File: config.mk
export PLATFORM = sky130hd
export DESIGN_NAME = particle_selection_filter_top
export DESIGN_NICKNAME = d
export VERILOG_FILES = /design/src/hdl/psf_pkg.sv /design/src/hdl/psf_cfg_regs.sv /design/src/hdl/particle_selection_filter_top.sv
export SDC_FILE = /design/constraint.sdc
export NUM_CORES = 2
export LEC_CHECK = 0
export ABC_AREA = 1
export BUFFER_PORTS_ARGS = -buffer_cell sky130_fd_sc_hd__buf_4
export CAP_MARGIN = 20
export CORE_UTILIZATION = 58
export DETAILED_ROUTE_END_ITERATION = 8
export PLACE_DENSITY = 0.79
export SYNTH_ARGS = -nofsm -noshare
export SYNTH_HDL_FRONTEND = slang
export SYNTH_HIERARCHICAL = 1
export SYNTH_SLANG_ARGS = --single-unit
File: constraint.sdc
create_clock -name clk_i -period 5.14 [get_ports clk_i]
set_input_delay 1.028 -clock clk_i [delete_from_list [all_inputs] [get_ports clk_i]]
set_output_delay 1.028 -clock clk_i [all_outputs]
set_load 0.005 [all_outputs]
File: src/hdl/psf_pkg.sv
// ---------------------------------------------------------------------------
// psf_pkg: shared types and constants of the particle selection filter
// Register indexes, filter mode codes, field widths, the configuration
// struct and the type-mask test.
// ---------------------------------------------------------------------------
`default_nettype none

package psf_pkg;

  localparam int unsigned IdW     = 24;
  localparam int unsigned TypeW   = 9;
  localparam int unsigned CoordW  = 16;
  localparam int unsigned ScalarW = 32;
  localparam int unsigned CfgIdxW = 3;
  localparam int unsigned CfgDataW = 64;
  localparam int unsigned RadiusW = 36;

  // difference of two coordinates, product and three-term sum
  localparam int unsigned DiffW = CoordW + 1;
  localparam int unsigned ProdW = 2 * DiffW;
  localparam int unsigned SumW  = ProdW + 3;

  // filter modes
  localparam logic [2:0] ModeTrivial  = 3'd0;
  localparam logic [2:0] ModeTypeMask = 3'd1;
  localparam logic [2:0] ModePlane    = 3'd2;
  localparam logic [2:0] ModeInterval = 3'd3;
  localparam logic [2:0] ModeSphere   = 3'd4;

  // interval attribute selects
  localparam logic [2:0] AttrPosX   = 3'd0;
  localparam logic [2:0] AttrPosY   = 3'd1;
  localparam logic [2:0] AttrPosZ   = 3'd2;
  localparam logic [2:0] AttrVelX   = 3'd3;
  localparam logic [2:0] AttrVelY   = 3'd4;
  localparam logic [2:0] AttrVelZ   = 3'd5;
  localparam logic [2:0] AttrSpeed2 = 3'd6;
  localparam logic [2:0] AttrScalar = 3'd7;

  // register indexes
  localparam logic [CfgIdxW-1:0] RegFilterMode   = 3'd0;
  localparam logic [CfgIdxW-1:0] RegControlFlags = 3'd1;
  localparam logic [CfgIdxW-1:0] RegTypeFlags    = 3'd2;
  localparam logic [CfgIdxW-1:0] RegIntervalAttr = 3'd3;
  localparam logic [CfgIdxW-1:0] RegRefPoint     = 3'd4;
  localparam logic [CfgIdxW-1:0] RegNormalVector = 3'd5;
  localparam logic [CfgIdxW-1:0] RegRadiusSq     = 3'd6;
  localparam logic [CfgIdxW-1:0] RegIntervalBnd  = 3'd7;

  // type_flags bits
  localparam int unsigned TfAllBaryon = 0;
  localparam int unsigned TfAllDm     = 1;
  localparam int unsigned TfStar      = 2;
  localparam int unsigned TfWind      = 3;
  localparam int unsigned TfGas       = 4;
  localparam int unsigned TfNucleus   = 5;

  // type_bits bits
  localparam int unsigned TbBaryon  = 1;
  localparam int unsigned TbStar    = 5;
  localparam int unsigned TbWind    = 6;
  localparam int unsigned TbGas     = 7;
  localparam int unsigned TbNucleus = 8;

  localparam logic signed [ScalarW-1:0] Speed2Max = 32'sh7FFF_FFFF;

  typedef struct packed {
    logic [2:0]                 filter_mode;
    logic                       and_mode;
    logic                       invert;
    logic [5:0]                 type_flags;
    logic [2:0]                 interval_attr;
    logic [3*CoordW-1:0]        ref_point;
    logic [3*CoordW-1:0]        normal_vector;
    logic [RadiusW-1:0]         radius_sq;
    logic signed [ScalarW-1:0]  interval_lo;
    logic signed [ScalarW-1:0]  interval_hi;
  } cfg_t;

  function automatic logic type_hit(input logic [5:0] flags, input logic [TypeW-1:0] t);
    logic sel_hit;
    logic res;
    sel_hit = (flags[TfStar] & t[TbStar]) | (flags[TfWind] & t[TbWind]) |
              (flags[TfGas] & t[TbGas]);
    if (flags[TfAllBaryon] && flags[TfAllDm]) begin
      res = 1'b1;
    end else if (flags[TfAllDm]) begin
      res = sel_hit | ~t[TbBaryon];
    end else if (flags[TfAllBaryon]) begin
      res = t[TbBaryon] | (flags[TfNucleus] & t[TbNucleus]);
    end else begin
      res = sel_hit | (flags[TfNucleus] & t[TbNucleus]);
    end
    return res;
  endfunction

endpackage

`default_nettype wire

File: src/hdl/psf_cfg_regs.sv
// ---------------------------------------------------------------------------
// psf_cfg_regs: configuration register file
// Decodes write transfers into the filter settings; interval ends are stored
// already ordered as low and high bound.
// ---------------------------------------------------------------------------
`default_nettype none

module psf_cfg_regs (
  input  wire logic                          clk_i,
  input  wire logic                          rst_ni,
  input  wire logic                          cfg_valid_i,
  output      logic                          cfg_ready_o,
  input  wire logic [psf_pkg::CfgIdxW-1:0]   cfg_index_i,
  input  wire logic [psf_pkg::CfgDataW-1:0]  cfg_data_i,
  output      psf_pkg::cfg_t                 cfg_o
);

  psf_pkg::cfg_t cfg_d, cfg_q;
  logic signed [psf_pkg::ScalarW-1:0] bnd_a, bnd_b;

  assign cfg_ready_o = 1'b1;
  assign bnd_a = cfg_data_i[psf_pkg::ScalarW-1:0];
  assign bnd_b = cfg_data_i[2*psf_pkg::ScalarW-1:psf_pkg::ScalarW];

  always_comb begin
    cfg_d = cfg_q;
    if (cfg_valid_i) begin
      case (cfg_index_i)
        psf_pkg::RegFilterMode:   cfg_d.filter_mode = cfg_data_i[2:0];
        psf_pkg::RegControlFlags: begin
          cfg_d.and_mode = cfg_data_i[0];
          cfg_d.invert   = cfg_data_i[1];
        end
        psf_pkg::RegTypeFlags:    cfg_d.type_flags = cfg_data_i[5:0];
        psf_pkg::RegIntervalAttr: cfg_d.interval_attr = cfg_data_i[2:0];
        psf_pkg::RegRefPoint:     cfg_d.ref_point = cfg_data_i[3*psf_pkg::CoordW-1:0];
        psf_pkg::RegNormalVector: cfg_d.normal_vector = cfg_data_i[3*psf_pkg::CoordW-1:0];
        psf_pkg::RegRadiusSq:     cfg_d.radius_sq = cfg_data_i[psf_pkg::RadiusW-1:0];
        psf_pkg::RegIntervalBnd: begin
          if (bnd_a < bnd_b) begin
            cfg_d.interval_lo = bnd_a;
            cfg_d.interval_hi = bnd_b;
          end else begin
            cfg_d.interval_lo = bnd_b;
            cfg_d.interval_hi = bnd_a;
          end
        end
        default: cfg_d = cfg_q;
      endcase
    end
  end

  always_ff @(posedge clk_i or negedge rst_ni) begin
    if (!rst_ni) begin
      cfg_q <= '0;
    end else begin
      cfg_q <= cfg_d;
    end
  end

  assign cfg_o = cfg_q;

endmodule

`default_nettype wire

File: src/hdl/particle_selection_filter_top.sv
// ---------------------------------------------------------------------------
// particle_selection_filter_top: per-particle enable filter
// Four-stage pipeline: operand select, shared multiply, sum, compare and
// combine with the prior enable bit.
// ---------------------------------------------------------------------------
//  channel   handshake              payload
//  input     start_i / busy_o       particle_id_i .. prior_enabled_i
//  result    done_o (strobe)        result_id_o, enabled_out_o
//  config    cfg_valid_i/cfg_ready_o cfg_index_i, cfg_data_i
//
//  One particle per cycle; done_o and the result come from the stage-4
//  registers, behind the stage-1, stage-2 and stage-3 registers.
//  The three 17x17 multipliers are shared by plane, sphere and squared speed.
//  Reset clears the stage valid bits and the configuration registers; the
//  data registers are not reset.
//  busy_o stays low: the pipeline never stalls, results are not held.
// ---------------------------------------------------------------------------
`default_nettype none

module particle_selection_filter_top (
  input  wire logic                                clk_i,
  input  wire logic                                rst_ni,
  input  wire logic                                start_i,
  output      logic                                busy_o,
  input  wire logic [psf_pkg::IdW-1:0]             particle_id_i,
  input  wire logic [psf_pkg::TypeW-1:0]           type_bits_i,
  input  wire logic signed [psf_pkg::CoordW-1:0]   pos_x_i,
  input  wire logic signed [psf_pkg::CoordW-1:0]   pos_y_i,
  input  wire logic signed [psf_pkg::CoordW-1:0]   pos_z_i,
  input  wire logic signed [psf_pkg::CoordW-1:0]   vel_x_i,
  input  wire logic signed [psf_pkg::CoordW-1:0]   vel_y_i,
  input  wire logic signed [psf_pkg::CoordW-1:0]   vel_z_i,
  input  wire logic signed [psf_pkg::ScalarW-1:0]  scalar_value_i,
  input  wire logic                                prior_enabled_i,
  output      logic                                done_o,
  output      logic [psf_pkg::IdW-1:0]             result_id_o,
  output      logic                                enabled_out_o,
  input  wire logic                                cfg_valid_i,
  output      logic                                cfg_ready_o,
  input  wire logic [psf_pkg::CfgIdxW-1:0]         cfg_index_i,
  input  wire logic [psf_pkg::CfgDataW-1:0]        cfg_data_i
);

  localparam int unsigned CW = psf_pkg::CoordW;
  localparam int unsigned DW = psf_pkg::DiffW;
  localparam int unsigned PW = psf_pkg::ProdW;
  localparam int unsigned SW = psf_pkg::SumW;
  localparam int unsigned VW = psf_pkg::ScalarW;

  psf_pkg::cfg_t cfg;

  psf_cfg_regs u_cfg_regs (
    .clk_i       (clk_i),
    .rst_ni      (rst_ni),
    .cfg_valid_i (cfg_valid_i),
    .cfg_ready_o (cfg_ready_o),
    .cfg_index_i (cfg_index_i),
    .cfg_data_i  (cfg_data_i),
    .cfg_o       (cfg)
  );

  logic accept;
  assign busy_o = 1'b0;
  assign accept = start_i & ~busy_o;

  // ---------------- stage 1: operand select
  logic signed [CW-1:0] pos [3];
  logic signed [CW-1:0] vel [3];
  logic signed [CW-1:0] refc [3];
  logic signed [CW-1:0] nrm [3];
  logic signed [DW-1:0] diff [3];
  logic signed [DW-1:0] op_a_d [3];
  logic signed [DW-1:0] op_b_d [3];
  logic signed [DW-1:0] op_a_q [3];
  logic signed [DW-1:0] op_b_q [3];
  logic signed [VW-1:0] ival1_d, ival1_q;
  logic                 s1_valid_q;
  logic [psf_pkg::IdW-1:0] s1_id_q;
  logic                 s1_prior_q, s1_type_q;

  assign pos[0] = pos_x_i;
  assign pos[1] = pos_y_i;
  assign pos[2] = pos_z_i;
  assign vel[0] = vel_x_i;
  assign vel[1] = vel_y_i;
  assign vel[2] = vel_z_i;

  always_comb begin
    for (int k = 0; k < 3; k++) begin
      refc[k] = cfg.ref_point[k*CW +: CW];
      nrm[k]  = cfg.normal_vector[k*CW +: CW];
      diff[k] = DW'(pos[k]) - DW'(refc[k]);
      case (cfg.filter_mode)
        psf_pkg::ModePlane: begin
          op_a_d[k] = diff[k];
          op_b_d[k] = DW'(nrm[k]);
        end
        psf_pkg::ModeSphere: begin
          op_a_d[k] = diff[k];
          op_b_d[k] = diff[k];
        end
        default: begin
          op_a_d[k] = DW'(vel[k]);
          op_b_d[k] = DW'(vel[k]);
        end
      endcase
    end
  end

  always_comb begin
    case (cfg.interval_attr)
      psf_pkg::AttrPosX:   ival1_d = VW'(pos_x_i);
      psf_pkg::AttrPosY:   ival1_d = VW'(pos_y_i);
      psf_pkg::AttrPosZ:   ival1_d = VW'(pos_z_i);
      psf_pkg::AttrVelX:   ival1_d = VW'(vel_x_i);
      psf_pkg::AttrVelY:   ival1_d = VW'(vel_y_i);
      psf_pkg::AttrVelZ:   ival1_d = VW'(vel_z_i);
      psf_pkg::AttrScalar: ival1_d = scalar_value_i;
      default:             ival1_d = '0; // squared speed comes from the sum
    endcase
  end

  always_ff @(posedge clk_i or negedge rst_ni) begin
    if (!rst_ni) begin
      s1_valid_q <= 1'b0;
    end else begin
      s1_valid_q <= accept;
    end
  end

  always_ff @(posedge clk_i) begin
    s1_id_q    <= particle_id_i;
    s1_prior_q <= prior_enabled_i;
    s1_type_q  <= psf_pkg::type_hit(cfg.type_flags, type_bits_i);
    ival1_q    <= ival1_d;
    for (int k = 0; k < 3; k++) begin
      op_a_q[k] <= op_a_d[k];
      op_b_q[k] <= op_b_d[k];
    end
  end

  // ---------------- stage 2: products
  logic signed [PW-1:0] prod_d [3];
  logic signed [PW-1:0] prod_q [3];
  logic                 s2_valid_q;
  logic [psf_pkg::IdW-1:0] s2_id_q;
  logic                 s2_prior_q, s2_type_q;
  logic signed [VW-1:0] ival2_q;

  always_comb begin
    for (int k = 0; k < 3; k++) begin
      prod_d[k] = PW'(op_a_q[k]) * PW'(op_b_q[k]);
    end
  end

  always_ff @(posedge clk_i or negedge rst_ni) begin
    if (!rst_ni) begin
      s2_valid_q <= 1'b0;
    end else begin
      s2_valid_q <= s1_valid_q;
    end
  end

  always_ff @(posedge clk_i) begin
    s2_id_q    <= s1_id_q;
    s2_prior_q <= s1_prior_q;
    s2_type_q  <= s1_type_q;
    ival2_q    <= ival1_q;
    for (int k = 0; k < 3; k++) begin
      prod_q[k] <= prod_d[k];
    end
  end

  // ---------------- stage 3: sum
  logic signed [SW-1:0] sum_d, sum_q;
  logic                 s3_valid_q;
  logic [psf_pkg::IdW-1:0] s3_id_q;
  logic                 s3_prior_q, s3_type_q;
  logic signed [VW-1:0] ival3_q;

  assign sum_d = SW'(prod_q[0]) + SW'(prod_q[1]) + SW'(prod_q[2]);

  always_ff @(posedge clk_i or negedge rst_ni) begin
    if (!rst_ni) begin
      s3_valid_q <= 1'b0;
    end else begin
      s3_valid_q <= s2_valid_q;
    end
  end

  always_ff @(posedge clk_i) begin
    s3_id_q    <= s2_id_q;
    s3_prior_q <= s2_prior_q;
    s3_type_q  <= s2_type_q;
    ival3_q    <= ival2_q;
    sum_q      <= sum_d;
  end

  // ---------------- stage 4: compare and combine
  logic signed [VW-1:0] speed2;
  logic signed [VW-1:0] ival;
  logic signed [SW-1:0] radius_ext;
  logic                 test;
  logic                 enabled_d, enabled_q;
  logic                 done_q;
  logic [psf_pkg::IdW-1:0] result_id_q;

  assign speed2 = (sum_q > SW'(psf_pkg::Speed2Max)) ? psf_pkg::Speed2Max : sum_q[VW-1:0];
  assign ival   = (cfg.interval_attr == psf_pkg::AttrSpeed2) ? speed2 : ival3_q;
  assign radius_ext = SW'({1'b0, cfg.radius_sq});

  always_comb begin
    case (cfg.filter_mode)
      psf_pkg::ModeTypeMask: test = s3_type_q;
      // dot product not above zero: negative or exactly zero
      psf_pkg::ModePlane:    test = sum_q[SW-1] | (sum_q == '0);
      psf_pkg::ModeInterval: test = (cfg.interval_lo <= ival) && (ival <= cfg.interval_hi);
      psf_pkg::ModeSphere:   test = sum_q <= radius_ext;
      default:               test = 1'b0;
    endcase
    if (cfg.and_mode) begin
      enabled_d = s3_prior_q & (test ^ cfg.invert);
    end else begin
      enabled_d = s3_prior_q | test;
    end
  end

  always_ff @(posedge clk_i or negedge rst_ni) begin
    if (!rst_ni) begin
      done_q <= 1'b0;
    end else begin
      done_q <= s3_valid_q;
    end
  end

  always_ff @(posedge clk_i) begin
    result_id_q <= s3_id_q;
    enabled_q   <= enabled_d;
  end

  assign done_o        = done_q;
  assign result_id_o   = result_id_q;
  assign enabled_out_o = enabled_q;

endmodule

`default_nettype wire
==> metrics.md <==
| Metric | Value |
|---|---|
| Via-to-Cell Ratio | `5.66` |
| Slew HR | `approximately 29%` |
| Ys Warns | `6` |
| I/O pins | `261` |
| Number of detailed-route iterations in the first pass | `7` |
| ANT nets after route | `0` |
| Worst setup margin | `-0.663 ns` |
| Pins over their slew limit | `0` |
| Nets | `10000` |
| Largest net degree at the start of global routing | `106` |
| Placed Cells | `around 9600` |
| CTS tree | `built` |
| Register bit total from synthesis | `653` |
| Hold_ws | `0.322 ns` |
| Total GRT Usage | `a little under two fifths` |
| First-pass GRT wire length | `312000 um` |
| Clk slew on worst S/H paths | `roughly 0.060 ns` |
| Type of origin of the critical path | `flip-flop` |
| Share of cells above drive strength 1 | `23.4%` |
| Grt ovf | `0` |
| Worst path required time | `5.71 ns` |
| Final GP Congestion | `1.01` |
| EDFF count, synth | `0` |
| DIE AREA | `between 100000 and 150000 um^2` |
| Fmax | `between 0.15 and 0.2 GHz` |
| Initial antenna violation count | `15` |
| Total CTS buffers | `just over 70` |
| Most frequent cells in the layout | `nand2_1, inv_1, fa_1, buf_4, ha_1` |
| Hold crit path type | `flip-flop to flip-flop` |
| Ys flop type | `dfxtp_1` |
| Post-DP Area | `approximately 70000 um^2` |
| Clock sinks | `653` |
| Max-cap violations | `0` |
| Min Tclk post-route | `between 5 and 6 ns` |
| # DRC | `0` |
| Failing checks | `negative setup slack` |
| Initial DRC count | `about 5700` |
| Status | `finished, violations left` |
| Post-Synthesis Net Count | `9257` |
| Average size of a mapped cell | `8.25 um^2` |
| Worst slew pin tran | `1.06 ns` |
| Final setup vio count | `57` |
| CP max FO | `6` |
| # port buffers | `254` |
| Post-Syn Area | `62900 um^2` |
| Initial core utilization | `58.6%` |
| Clk_skew | `0.0556 ns` |
| Std-Cell Rows | `120` |
| DPL Wire Length | `157000 um` |
| Final wirelength | `213000 um` |
| Seq/Total Area, Yosys | `22.5%` |
| Root Driver | `clkbuf_16` |
| Die width | `331 um` |
| Number of global-route vias before repair | `57100` |
| Hold Violations, Final | `0` |
| Post-synthesis cell type count | `59` |
| Post-DR wirelength/cell | `21.6 um` |
| Share of flip-flops with an asynchronous set or reset | `around 33%` |
| Final instance area | `between 70000 and 80000 um^2` |
| RSZ-0062 raised after global routing | `true` |
| Worst setup EP type | `flip-flop` |
| Cell count after synthesis | `7629` |
| Most common cell after layout, fill and taps aside | `nand2_1` |
| Core area | `107000 um^2` |
| Non-Filler Instances | `9874` |
| Critical Path AT | `6.37 ns` |
| Die Span Y | `331 um` |
| Final critical-path share of the clock period | `113%` |
| Total vias in the final route | `55900` |
| Worst-Skew Late Latency | `0.65 ns` |
| H-tree lvl count | `3` |
| Worst-case clock buffer depth | `3` |
| Worst slack, placed | `-0.485 ns` |
| Area Growth Syn to Fin | `24.9%` |
| Kind of critical path | `flip-flop to flip-flop` |
cell usage after synthesis (4+ instances only):
cell type | instances | area [um^2]
nor3_1 | 38 | 190
or2_2 | 74 | 463
o21ai_2 | 9 | 78.8
fa_1 | 926 | 18500
clkbuf_1 | 263 | 987
buf_4 | 13 | 97.6
a221oi_1 | 13 | 114
nand3_1 | 342 | 1710
buf_2 | 24 | 120
ha_1 | 469 | 5870
dfrtp_1 | 214 | 5360
and2_1 | 32 | 200
dfxtp_1 | 439 | 8790
xnor2_1 | 59 | 517
a21o_1 | 25 | 188
o21a_1 | 21 | 158
o21bai_1 | 19 | 143
a22o_1 | 10 | 87.6
a211oi_1 | 6 | 45.0
inv_1 | 1779 | 6680
o211ai_1 | 45 | 338
o21ai_1 | 6 | 30.0
nand3b_1 | 8 | 60.1
nor4_1 | 10 | 62.6
nor2_1 | 215 | 807
a21oi_1 | 241 | 1210
a21oi_2 | 11 | 96.3
nand4_1 | 47 | 294
a22oi_1 | 12 | 90.1
xor2_1 | 97 | 850
o221ai_1 | 4 | 35.0
nand2_1 | 1821 | 6840
a31oi_1 | 11 | 68.8
o21ai_0 | 280 | 1400
buf_1 | 4 | 15.0
metal layers:
layer	vias up	GRT usage, %	routed length, um
met3	999	6.98	21600
met1	27100	46.3	76600
li1	24400	-	-
met2	3301	59.9	98500
met4	12	20.4	16500
met5	-	0	67
worst max-delay path, cell delays in order, from the launching register on:
cell and delay (ns):
dfxtp_4 0.40, buf_12 0.14, buf_4 0.11, nand2_1 0.10
fa_1 0.58, inv_1 0.09, fa_1 0.49, inv_1 0.05
fa_1 0.52, inv_1 0.07, fa_1 0.71, inv_2 0.07
fa_1 0.49, inv_1 0.05, fa_2 0.44, ha_4 0.32
nand2_4 0.06, nor2_4 0.12, and2_4 0.16, nand4_1 0.10
nand3_2 0.16, nand3_2 0.12, nand2_4 0.10, buf_12 0.11
xor2_4 0.16
flip-flops by register name, indices dropped and copies added (netlist names), 32 cells and up:
| name | count |
|---|---|
| ival3_q | 32 |
| prod_q | 102 |
| ival2_q | 32 |
| op_a_q | 51 |
| u_cfg_regs/cfg_o | 210 |
| sum_q | 36 |
| op_b_q | 51 |
| ival1_q | 32 |
cell type report:
type | count | area (um^2)
Clock inverter | 44 | 494
Inverter | 1782 | 6710
Multi-Input combinational cell | 4887 | 44100
Clock buffer | 89 | 2040
Timing Repair Buffer | 1012 | 9100
Fill cell | 7160 | 28800
Tap cell | 1403 | 1760
Sequential cell | 653 | 14400
Antenna cell | 4 | 10.0
through the flow:
stage	setup TNS [ns]	util (%)
after floorplan	-0.160	-
after global placement	-17.04	66.0
after detailed placement	-20.38	66.0
after CTS	-9.14	71.2
after global routing	-29.19	73.2
final	-20.03	73.2
final timing paths:
kind	slack [ns]	to	startpoint	depth (start not counted)
min in group asynchronous	0.40	u_cfg_regs/cfg_o[57]	rst_ni	1
worst max register to register	-0.66	prod_q[0][24]	op_b_q[0][7]	24
worst max-delay path	-0.66	prod_q[0][24]	op_b_q[0][7]	24
worst min-delay path	0.32	s3_id_q[2]	s2_id_q[2]	0
max in group asynchronous	3.68	u_cfg_regs/cfg_o[77]	rst_ni	2
worst min register to register	0.32	s3_id_q[2]	s2_id_q[2]	0
what timing repair did:
item | CTS | global route
resized for setup | 584 | 455
setup endpoints to repair | 63 | 63
setup buffers | 119 | 78
hold buffers | 0 | 0
cloned | 8 | 4
pin swaps | 326 | 327
logic make-up (layout without fill, tap and decap cells):
kind of cell / Yosys count / count (layout) / synth area share [%]
other cells: 2 / 6 / 0.0119
compound gates: 733 / 733 / 6.82
fa+ha+maj: 1395 / 1395 / 38.8
buf+inv: 2089 / 2927 / 12.6
flops: 653 / 653 / 22.5
mux: 1 / 1 / 0.0159
xor+xnor: 156 / 156 / 2.17
simple gates: 2600 / 2600 / 17.1
Power is not shown: default switching activity piles up to over one toggle a cycle in this logic, so the estimate is an artifact.
